### config.mk
export PLATFORM = sky130hd
export DESIGN_NAME = vts_ctrl
export DESIGN_NICKNAME = d
export VERILOG_FILES = /design/src/rtl/vts_pkg.sv /design/src/rtl/vts_ctrl.sv
export SDC_FILE = /design/constraint.sdc
export NUM_CORES = 1
export LEC_CHECK = 0
export CAP_MARGIN = 20
export CORE_AREA = 2 2 39 41
export CTS_BUF_LIST = sky130_fd_sc_hd__clkbuf_8
export DETAILED_ROUTE_END_ITERATION = 7
export DIE_AREA = 0 0 41 43
export DONT_BUFFER_PORTS = 1
export PLACE_DENSITY = 0.39
export SLEW_MARGIN = 10
export SYNTH_ARGS = -nofsm -noshare
export SYNTH_HDL_FRONTEND = slang
export SYNTH_SLANG_ARGS = --single-unit
### constraint.sdc
create_clock -name clk -period 2.8 [get_ports clk]
set_input_delay 0.42 -clock clk [delete_from_list [all_inputs] [get_ports clk]]
set_output_delay 0.42 -clock clk [all_outputs]
set_load 0.02 [all_outputs]
### src/rtl/vts_pkg.sv
// Shared types, constants and helpers for the virtual timer scheduler.
`timescale 1ns / 1ps
package vts_pkg;

    localparam int NUM_TIMERS = 32;
    localparam int MAX_FIRES  = 64;
    localparam int IDX_W      = 5;
    localparam int CNT_W      = 6;
    localparam int FIRE_W     = 7;

    typedef enum logic [2:0] {
        OP_ACTIVATE   = 3'd0,
        OP_DEACTIVATE = 3'd1,
        OP_ADVANCE    = 3'd2,
        OP_QUERY      = 3'd3,
        OP_HARD_RESET = 3'd4
    } opcode_t;

    localparam logic [1:0] KIND_FIRED = 2'd0;
    localparam logic [1:0] KIND_REPLY = 2'd1;
    localparam logic [1:0] KIND_ACK   = 2'd2;

    typedef struct packed {
        logic [2:0]  opcode;
        logic [4:0]  timer_index;
        logic [63:0] delay_ns;
        logic [63:0] period_ns;
        logic        continuous;
        logic [31:0] advance_ns;
    } vts_in_t;

    typedef struct packed {
        logic [1:0]  kind;
        logic [4:0]  fired_index;
        logic [63:0] time_ns;
        logic        last;
        logic        truncated;
    } vts_out_t;

    typedef enum logic [2:0] {
        S_IDLE,
        S_DISPATCH,
        S_EXEC,
        S_QRD,
        S_QOUT,
        S_SCAN,
        S_DECIDE,
        S_HR
    } vts_state_t;

    typedef struct packed {
        logic load;
        logic exec;
        logic qout;
        logic adv_init;
        logic hr_init;
        logic scan_init;
        logic scan;
        logic hr;
        logic decide;
        logic ack;
    } vts_cmd_t;

    typedef struct packed {
        logic [2:0] op;
        logic       scan_done;
        logic       found;
        logic       full;
    } vts_stat_t;

    function automatic logic [63:0] sat_add(input logic [63:0] a, input logic [63:0] b);
        logic [64:0] s;
        s = {1'b0, a} + {1'b0, b};
        return s[64] ? '1 : s[63:0];
    endfunction

endpackage

### src/rtl/vts_ctrl.sv
// Controller state machine sequencing the datapath per item.
`timescale 1ns / 1ps
module vts_ctrl import vts_pkg::*; (
    input  logic      clk,
    input  logic      rst_n,
    input  logic      start,
    input  vts_stat_t stat,
    output vts_cmd_t  cmd,
    output logic      busy
);
    vts_state_t state_reg, state_next;

    always_comb
    begin
        state_next = state_reg;
        unique case (state_reg)
            S_IDLE:     if (start) state_next = S_DISPATCH;
            S_DISPATCH:
            begin
                unique case (stat.op)
                    OP_ADVANCE:    state_next = S_SCAN;
                    OP_QUERY:      state_next = S_QRD;
                    OP_HARD_RESET: state_next = S_HR;
                    default:       state_next = S_EXEC;
                endcase
            end
            S_EXEC:     state_next = S_IDLE;
            S_QRD:      state_next = S_QOUT;
            S_QOUT:     state_next = S_IDLE;
            S_SCAN:     if (stat.scan_done) state_next = S_DECIDE;
            S_DECIDE:   state_next = (stat.found && !stat.full) ? S_SCAN : S_IDLE;
            S_HR:       if (stat.scan_done) state_next = S_IDLE;
            default:    state_next = S_IDLE;
        endcase
    end

    always_comb
    begin
        cmd = '0;
        unique case (state_reg)
            S_IDLE:     cmd.load = start;
            S_DISPATCH:
            begin
                cmd.adv_init  = stat.op == OP_ADVANCE;
                cmd.hr_init   = stat.op == OP_HARD_RESET;
                cmd.scan_init = stat.op == OP_ADVANCE || stat.op == OP_HARD_RESET;
            end
            S_EXEC:     cmd.exec = 1'b1;
            S_QRD:      cmd.load = 1'b0;
            S_QOUT:     cmd.qout = 1'b1;
            S_SCAN:     cmd.scan = 1'b1;
            S_DECIDE:
            begin
                cmd.decide    = 1'b1;
                cmd.scan_init = stat.found && !stat.full;
            end
            S_HR:
            begin
                cmd.scan = 1'b1;
                cmd.hr   = 1'b1;
                cmd.ack  = stat.scan_done;
            end
            default:    cmd = '0;
        endcase
    end

    always_ff @(posedge clk or negedge rst_n)
    begin
        if (!rst_n)
        begin
            state_reg <= S_IDLE;
        end
        else
        begin
            state_reg <= state_next;
        end
    end

    assign busy = state_reg != S_IDLE;

`ifndef SYNTH
    a_load_idle: assert property (@(posedge clk) disable iff (!rst_n)
        cmd.load |-> state_reg == S_IDLE && !busy)
        else $error("item latched while busy");
    a_decide_after_scan: assert property (@(posedge clk) disable iff (!rst_n)
        state_reg == S_DECIDE |-> $past(state_reg) == S_SCAN)
        else $error("decide without scan");
    a_one_cmd: assert property (@(posedge clk) disable iff (!rst_n)
        $onehot0({cmd.exec, cmd.qout, cmd.decide, cmd.ack}))
        else $error("conflicting result commands");
`endif
endmodule

Word-level counts from Yosys, hierarchy flattened
Index checks and enable logic that the tools add are counted.
{ "totals": {"ff_bits": 3, "elab_cells": 37} }
{ "classes": {"n_mux": 15, "eq_ne": 13, "n_reduce_logical": 8} }
{ "ops": {"columns": ["operator", "count"], "rows": [
  ["case mux 3 bit (7 select lines)", 1],
  ["equality test 3 bit, second input constant", 5],
  ["equality test 3 x 2 -> 1 bit, second input constant", 4],
  ["2-to-1 mux 3 bit", 4],
  ["case mux 3 bit (3 select lines)", 1],
  ["2-to-1 mux 1 bit", 7],
  ["inequality test 2 bit, second input constant", 3],
  ["OR reduction 2 bit", 2],
  ["equality test 3 x 1 -> 1 bit, second input constant", 1],
  ["zero test 3 bit", 1],
  ["AND reduction 3 bit", 1],
  ["nonzero test 3 bit", 1],
  ["2-to-1 mux 2 bit", 1],
  ["case mux 1 bit (2 select lines)", 1],
  ["logical AND 1 bit", 1],
  ["zero test 1 bit", 1],
  ["logical OR 1 bit", 1]
]} }

Depth between registers and ports, before layout
Gate-level depths: netlist (run 1).
{ "depth": {"ltp_word": 4, "depth_mapped": 4, "ltp_nobuf": 3} }

Worst setup path after synthesis (run 1)
Ideal clock, no wire load.
{ "synth_path": {"kind": "input to output", "from": "input port stat[3] in the netlist's numbering", "to": "output port cmd[5] in the netlist's numbering", "required_time_ns": 2.380, "setup_slack_ns": 0.996, "path_buffers": 0, "cell_stages": 2, "t_arrival_ns": 1.384, "path_cell_list": "or4b_4 nor3_1"} }
{ "synth_rtl": {"columns": ["item", "line", "rtl"], "rows": [
  ["start, declared", "vts_ctrl.sv:7", "input vts_stat_t stat,"],
  ["end, declared", "vts_ctrl.sv:8", "output vts_cmd_t cmd,"]
]} }

==> results of run 1 <==
==> through the flow <==
stage	hold WS [ps]	instances	total power, W
2_1_floorplan	124.4	37	0.0002554
3_3_place_gp	124.5	50	0.0002688
3_5_place_dp	124.5	50	0.0002695
4_1_cts	405.0	55	0.0003956
5_1_grt	407.2	55	0.0004156
6_report	409.0	55	0.0003925
==> cell type report <==
class                      instances  area, um2
clock buffer                       3      41.29
inverter                           3      11.26
fill                             159       1039
multi-input combinational         28      183.9
clock inverter                     1      3.754
timing repair buffer               1      10.01
tap                               16      20.02
sequential                         3      75.07
==> worst reg2reg max path, cell delays in order, from the launching register on <==
cell       delay [ps]
dfrtp_1           470
or4b_4            600
o2bb2ai_1         430
or2_1             180
==> power by group <==
group,total [W],internal (W),switching (W)
clock,0.000122,0.0000933,0.0000286
combinational,0.000161,0.0000614,0.0000992
sequential,0.000110,0.0000633,0.0000467
==> cell families (layout without fill, tap and decap cells) <==
group / after synthesis / count (layout)
and+or+nand+nor: 19 / 19
AOI/OAI and AO/OA: 8 / 8
buffers and inverters: 6 / 8
DFF: 3 / 3
xor gates and xnor gates: 1 / 1
==> per-layer routing <==
metal	share of wire (%)	vias up	track usage, %
met5	0	-	0
met4	2.1	0	8.000
met3	11	2	4.188
met2	39	17	9.375
met1	48	123	12.34
li1	-	133	-
==> worst max-delay path by stage <==
stage	end	slack, ps	cells after the start
2_1_floorplan	cmd[5]	1000	2
3_3_place_gp	cmd[5]	830	2
3_5_place_dp	cmd[5]	830	2
4_1_cts	cmd[5]	600	2
5_1_grt	cmd[5]	540	2
6_report	cmd[5]	600	2
==> timing repair <==
item,CTS,global route
setup buffers,0,0
hold buffers,1,0
endpoints found under the hold margin,3,0
setup endpoints to repair,0,0
==> cell usage in the layout (no fill, tap or decap) <==
cell type,count
nand2_1,3
a211o_1,1
dlygate4sd3_1,1
nor2_1,4
nor3b_1,2
o32a_1,1
nor2b_1,2
dfrtp_1,3
and3b_1,1
or2_1,1
or4b_4,1
a311o_1,1
and3_1,1
o21ai_0,1
a21boi_0,1
inv_1,4
xnor2_1,1
nor3_1,1
or3_1,1
clkbuf_8,3
nand2b_1,1
a31oi_1,2
and2_1,1
o2bb2ai_1,1
==> impl_metrics.toml, run 1 <==
[status]
outcome = "complete, no violations"

[layout]
layout.cell_area.non_filler_um2 = 345.3
layout-drive-gt1-share_pct = 10.26
postLayoutCoreUtil_pct = 24.95
largest_register_ffs = 3
num-nets-final = 49
area_delta_synth_final_pct = 21.05
n_antenna_cell = 0

[synth]
synth_common_cells = "4 x nor2_1, 3 x dfrtp_1, 3 x inv_1, 3 x nand2_1"
yosys.area.top_type = "dfrtp_1"
synth_seq_cells = 3
synth-edff-count = 0
synthMostInstantiatedCell = "nor2_1"
mappedNetlistArea_um2 = 285.3
synth.top_cells.by_area = "dfrtp_1 26%, nor2_1 5.3%, nor3b_1 5.3%, or4b_4 4.8%, a31oi_1 4.4%"
synthSimpleGateAreaFrac_pct = 39.47
post_synth.cell_area_avg_um2 = 7.710
synth_seq_area_share_pct = 26.32
synth_mux_area_share_pct = 0
synth_top_family_by_area = "simple AND/OR/NAND/NOR gates"
postSynthCellCount = 37
postSynthNetCount = 46
yosys.area_share.xor_xnor_pct = 3.070
yosys_warnings = 0
post_synth_num_cell_types = 24
synth_flop_type = "dfrtp_1"
synthAdderAreaFrac_pct = 0
synthDominantCellAreaShare_pct = 26.32
synth-compound-area-share_pct = 21.93
ys_async_sr_fraction_pct = 100.0

[routing]
drc = 0
detailedRoute.firstIterationViolations = 3
drt_pass_1_iters = 2
detail-route-antenna-nets = 0
total_via_count_in_the_routed_design = 275
drt-vias-per-instance = 5.000
wl_per_cell_um = 12.82
total_detailed_routing_wirelength_um = 705

[power]
p_leak_nw = 0.1559
peak_supply_drop_v = 0.0002678
powerDensity_nw_per_um2 = 1137

[critical_path]
crit_fanout = 11
worst_setup_path_end_kind = "output port"
timing.reg2reg.setup_slack_ps = 1060
number_of_cells_on_the_worst_reg_to_reg_path = 3
cp-startpoint = "state_reg[1]"
critical_path.cell_chain = "or4b_4 > nor3_1"
timing.critical_path.required_ps = 2380
critical_path.top_delay_family = "simple AND/OR/NAND/NOR gates"
worst-path-buf-inv = 0
critPathArrivalTime_ps = 1780
timing.setup.critical_path_class = "flop to output port"
largest_stage_delay_worst_path_ps = 600
crit-reg2reg-launch = "state_reg[1]"
startpoint_type = "flop"
crit-reg2reg-capture = "state_reg[2]"
timing.critical_path.slowest_stage_cell = "or4b_4"

[die]
die_h_um = 43
die_w_um = 41
io_pins = 20
initial_utilization_pct = 20.61
rows = 14
placeableCoreArea_um2 = 1384
die-area_um2 = 1763

[clocking]
clock_tree.htree_level_count = 1
worst_skew_pair.late_latency_ps = 220
clk_pin_slew_ps = 30
cts_inserted_buffers = 3
root_buffer = "clkbuf_8"
cts_tree = "yes"
clk_path_buf_depth = 2
post_cts_resized = 0
cts.sinks = 3

[timing]
fin_crit_sh_pct = 78.58
tns_ps = 0
achievable_frequency_mhz = 454.5
setup_viol_count_final = 0
finalCriticalPeriod_ps = 2200
final.setup_skew_ps = 2.041
finalWorstSetupSlack_ps = 599.6
tightestPinTransition_ps = 755.0
slew_viol_final = 0
slew-limit-headroom_pct = 49.56
finalHoldViolCount = 0
rsz_0062_raised_after_global_routing = "no"

[place]
post-place-ws_ps = 829.3
finalWeightedCongestion = 0.7127
detailed_place.area_um2 = 290.3
placement.io_buffers = 0
dp.final_hpwl_um = 531.4

[global_route]
grt_start_max_net_pins = 13
antenna_found_initial = 0
grt.total_usage_pct = 8.862
number_of_global_route_vias_before_repair = 234
grt_pass1_wl_um = 1000
grt_remaining_overflow = 0

[hold_path]
min_path_type = "input pin to flop"
hold-path-endpoint = "state_reg[1]"
timing.hold.worst_path_depth = 3
min_from = "stat[2]"

[flow_run]
cap_violations = 0
(Power assumes the default switching activity.)
==> inputs of run 2 (changes only) <==
PLACE_DENSITY = 0.4   (was 0.39)
clock period = 1.8 ns   (was 2.8 ns; I/O delays follow)
==> impl_metrics.toml, run 2 (synthesized netlist as in run 1, its figures left out) <==
[power]
p_leak_nw = 0.2187
powerDensity_nw_per_um2 = 1679
peak_supply_drop_v = 0.0005673

[layout]
n_antenna_cell = 0
layout.filler_cells = 151
num-nets-final = 61
multi_input_comb_area_um2 = 183.9
layout-drive-gt1-share_pct = 31.37
sequential_cell_area_um2 = 75.07
mostFrequentLayoutCell = "buf_4"
largest_register_ffs = 3
highest_count_cells_in_the_layout_ignoring_fill_and_taps = "12 x buf_4, 4 x inv_1, 4 x nor2_1"
area_delta_synth_final_pct = 52.63

[critical_path]
critical_path.top_delay_family = "simple AND/OR/NAND/NOR gates"
timing.critical_path.required_ps = 1530
critPathArrivalTime_ps = 1450
crit_fanout = 4
worst-path-stages = 3
critical_path.cell_chain = "or4b_4 > nor3_1 > buf_4"
largest_stage_delay_worst_path_ps = 560
worst_setup_path_end_kind = "output port"
startpoint_type = "flop"
timing.setup.critical_path_class = "flop to output port"
timing.critical_path.slowest_stage_cell = "or4b_4"
worst-path-buf-inv = 1
number_of_cells_on_the_worst_reg_to_reg_path = 3

[routing]
drt-vias-per-instance = 4.672
wl_per_cell_um = 12.34
drt_pass_1_iters = 2
detailedRoute.firstIterationViolations = 7
drc = 0
total_via_count_in_the_routed_design = 313
detail-route-antenna-nets = 0
total_detailed_routing_wirelength_um = 827

[timing]
rsz_0062_raised_after_global_routing = "no"
finalCriticalPeriod_ps = 1719
finalHoldViolCount = 0
finalWorstSetupSlack_ps = 81.26
achievable_frequency_mhz = 581.8
slew-limit-headroom_pct = 86.27
tns_ps = 0
slew_viol_final = 0
fin_crit_sh_pct = 95.49
setup_viol_count_final = 0
tightestPinTransition_ps = 207.5
fin_worst_hold_slack_ps = 277.8
final.setup_skew_ps = 3.609

[die]
rows = 14
initial_utilization_pct = 20.61
die-area_um2 = 1763
placeableCoreArea_um2 = 1384
io_pins = 20
die_h_um = 43
die_w_um = 41

[clocking]
post_cts_buffers = 0
worst_skew_pair.late_latency_ps = 210
clock_tree.htree_level_count = 1
clk_pin_slew_ps = 30
post_cts_resized = 0
cts_tree = "yes"
clk_path_buf_depth = 2
cts.sinks = 3
root_buffer = "clkbuf_8"
cts_inserted_buffers = 3

[status]
outcome = "complete, no violations"

[place]
finalWeightedCongestion = 0.7407
post-place-ws_ps = 302.6
dp.final_hpwl_um = 649.7
placement.io_buffers = 0

[global_route]
grt_start_max_net_pins = 12
antenna_found_initial = 0
grt_remaining_overflow = 0
number_of_global_route_vias_before_repair = 291
grt_pass1_wl_um = 1214
grt.total_usage_pct = 10.65

[hold_path]
min_path_type = "input pin to flop"
timing.hold.worst_path_depth = 3

[flow_run]
cap_violations = 0
[run 2: where the power goes]
part           total [W]  internal [W]  switching [W]
sequential      0.000113     0.0000989      0.0000140
clock           0.000187      0.000145      0.0000420
combinational   0.000431      0.000195       0.000236
[run 2: layout make-up]
| class | count | area share, % |
|---|---|---|
| multi-input combinational | 28 | 42.24 |
| clock buffer | 3 | 9.483 |
| sequential | 3 | 17.24 |
| tap | 16 | 4.598 |
| clock inverter | 1 | 0.8621 |
| inverter | 3 | 2.586 |
| timing repair buffer | 13 | 22.99 |
[run 2: repair_timing]
item | in CTS | in global routing
endpoints found under the setup margin | 0 | 0
hold buffers | 1 | 0
endpoints found under the hold margin | 3 | 0
[run 2: path summary, 6_finish.rpt]
| kind | start | endpoint | slack (ps) |
|---|---|---|---|
| max in group asynchronous | rst_n | state_reg[1] | 1330 |
| worst min register to register | state_reg[0] | state_reg[1] | 700 |
| min in group asynchronous | rst_n | state_reg[2] | 310 |
| worst min-delay path | stat[2] | state_reg[1] | 280 |
| worst max-delay path | state_reg[1] | cmd[5] | 80 |
| worst max register to register | state_reg[1] | state_reg[0] | 300 |
[run 2: worst min-delay path: stages]
cell	delay (ps)
nor2b_1	30
nand2_1	50
a21boi_0	80
[run 2: stage by stage]
step / total power, W / std cells / cell area [um2] / util (%)
6_report: 0.0007313 / 67 / 435.4 / 31.46
2_1_floorplan: 0.0003972 / 37 / 285.3 / -
3_3_place_gp: 0.0005358 / 62 / 380.4 / 27.49
5_1_grt: 0.0007947 / 67 / 435.4 / 31.46
4_1_cts: 0.0007426 / 67 / 435.4 / 31.46
3_5_place_dp: 0.0005453 / 62 / 380.4 / 27.49
[run 2: metal layers]
| layer | global-route usage (%) | share of wire [%] |
|---|---|---|
| met5 | 0 | 0 |
| met4 | 2.000 | 0 |
| met3 | 9.424 | 12 |
| met2 | 14.06 | 43 |
| met1 | 12.90 | 44 |
==> inputs of run 3 (changes only) <==
PLACE_DENSITY = default   (was 0.4)
==> impl_metrics.toml, run 3 (synthesized netlist as in run 1, its figures left out) <==
[routing]
total_detailed_routing_wirelength_um = 795
drt_pass_1_iters = 4
detailedRoute.firstIterationViolations = 10
detail-route-antenna-nets = 0
drc = 0
total_via_count_in_the_routed_design = 311
wl_per_cell_um = 12.42
drt-vias-per-instance = 4.859

[layout]
postLayoutCoreUtil_pct = 29.93
n_antenna_cell = 0
layout.filler_cells = 158
multi_input_comb_area_um2 = 183.9
largest_register_ffs = 3
layout-drive-gt1-share_pct = 29.17
num-nets-final = 58
mostFrequentLayoutCell = "buf_4"
highest_count_cells_in_the_layout_ignoring_fill_and_taps = "9 x buf_4, 4 x inv_1, 4 x nor2_1"
sequential_cell_area_um2 = 76.32
area_delta_synth_final_pct = 45.18

[critical_path]
timing.setup.critical_path_class = "flop to output port"
timing.critical_path.required_ps = 1530
startpoint_type = "flop"
crit_fanout = 4
worst_setup_path_end_kind = "output port"
critPathArrivalTime_ps = 1470

[die]
io_pins = 20
rows = 14
die_h_um = 43
die_w_um = 41
initial_utilization_pct = 20.61
die-area_um2 = 1763
placeableCoreArea_um2 = 1384

[clocking]
root_buffer = "clkbuf_8"
worst_skew_pair.late_latency_ps = 210
clock_tree.htree_level_count = 1
clk_path_buf_depth = 2
cts_tree = "yes"
cts_inserted_buffers = 3
cts.sinks = 3
clk_pin_slew_ps = 30

[global_route]
grt_pass1_wl_um = 1276
number_of_global_route_vias_before_repair = 293
grt_start_max_net_pins = 12
grt.total_usage_pct = 11.26
antenna_found_initial = 0
grt_remaining_overflow = 0

[power]
totalPowerFinal_w = 0.0007106
p_leak_nw = 0.2015
peak_supply_drop_v = 0.0005258
powerDensity_nw_per_um2 = 1716

[timing]
tightestPinTransition_ps = 373.6
finalHoldViolCount = 0
achievable_frequency_mhz = 573.4
slew-limit-headroom_pct = 75.00
finalCriticalPeriod_ps = 1744
final.setup_skew_ps = 3.117
finalWorstSetupSlack_ps = 56.00
tns_ps = 0
slew_viol_final = 0
fin_worst_hold_slack_ps = 262.4
rsz_0062_raised_after_global_routing = "yes"
setup_viol_count_final = 0
fin_crit_sh_pct = 96.89

[hold_path]
min_path_type = "input pin to flop"

[place]
post-place-ws_ps = 233.8
dp.final_hpwl_um = 585
placement.io_buffers = 0
finalWeightedCongestion = 0.7889

[flow_run]
cap_violations = 0

[status]
outcome = "complete, no violations"
run 3: what timing repair did:
item | in CTS | in global routing
endpoints found under the setup margin | 1 | 2
buffers inserted | 0 | 1
hold endpoints to repair | 3 | 0
resized for setup | 1 | 0
hold buffers | 1 | 0
run 3: power by group:
part	total [W]	internal, W	switching (W)
Sequential	0.000131	0.000101	0.0000293
Combinational	0.000394	0.000178	0.000215
Clock	0.000186	0.000145	0.0000413
Total	0.000711	0.000425	0.000286
run 3: area by class of cell:
cell class              count  share of cell area, %
well taps                  16                  4.834
multi-input cells          28                  44.41
inverters                   3                  2.719
clock buffers               3                  9.970
clock inverters             1                 0.9063
repair buffers             10                  18.73
flip-flops and latches      3                  18.43
run 3: per-stage QoR:
| step | cells | instance area [um2] |
|---|---|---|
| after floorplan | 37 | 285.3 |
| after global placement | 58 | 350.3 |
| after detailed placement | 58 | 350.3 |
| after CTS | 63 | 406.6 |
| after global routing | 64 | 414.1 |
| final | 64 | 414.1 |
run 3: path summary, 6_finish.rpt:
kind | from | endpoint | slack (ps) | cells after the start
min | stat[0] | state_reg[0] | 260 | 3
max reg2reg | state_reg[1] | state_reg[0] | 290 | 3
max | state_reg[1] | cmd[5] | 60 | 3
min reg2reg | state_reg[0] | state_reg[0] | 660 | 2
min in group asynchronous | rst_n | state_reg[1] | 310 | 1
max in group asynchronous | rst_n | state_reg[0] | 1330 | 1
run 3: metal layers:
layer  global-route usage, %  up-vias  routed length, um
li1                        -      152                  -
met1                   14.52      136                335
met2                   13.75       23                329
met3                   7.330        0                129
met4                   6.000        0                  0
met5                       0        -                  0
run 3: critical path, cell delays in order, from the launching register on:
cell     delay, ps
dfrtp_1        370
or4b_4         570
nor3_1         150
buf_4          170
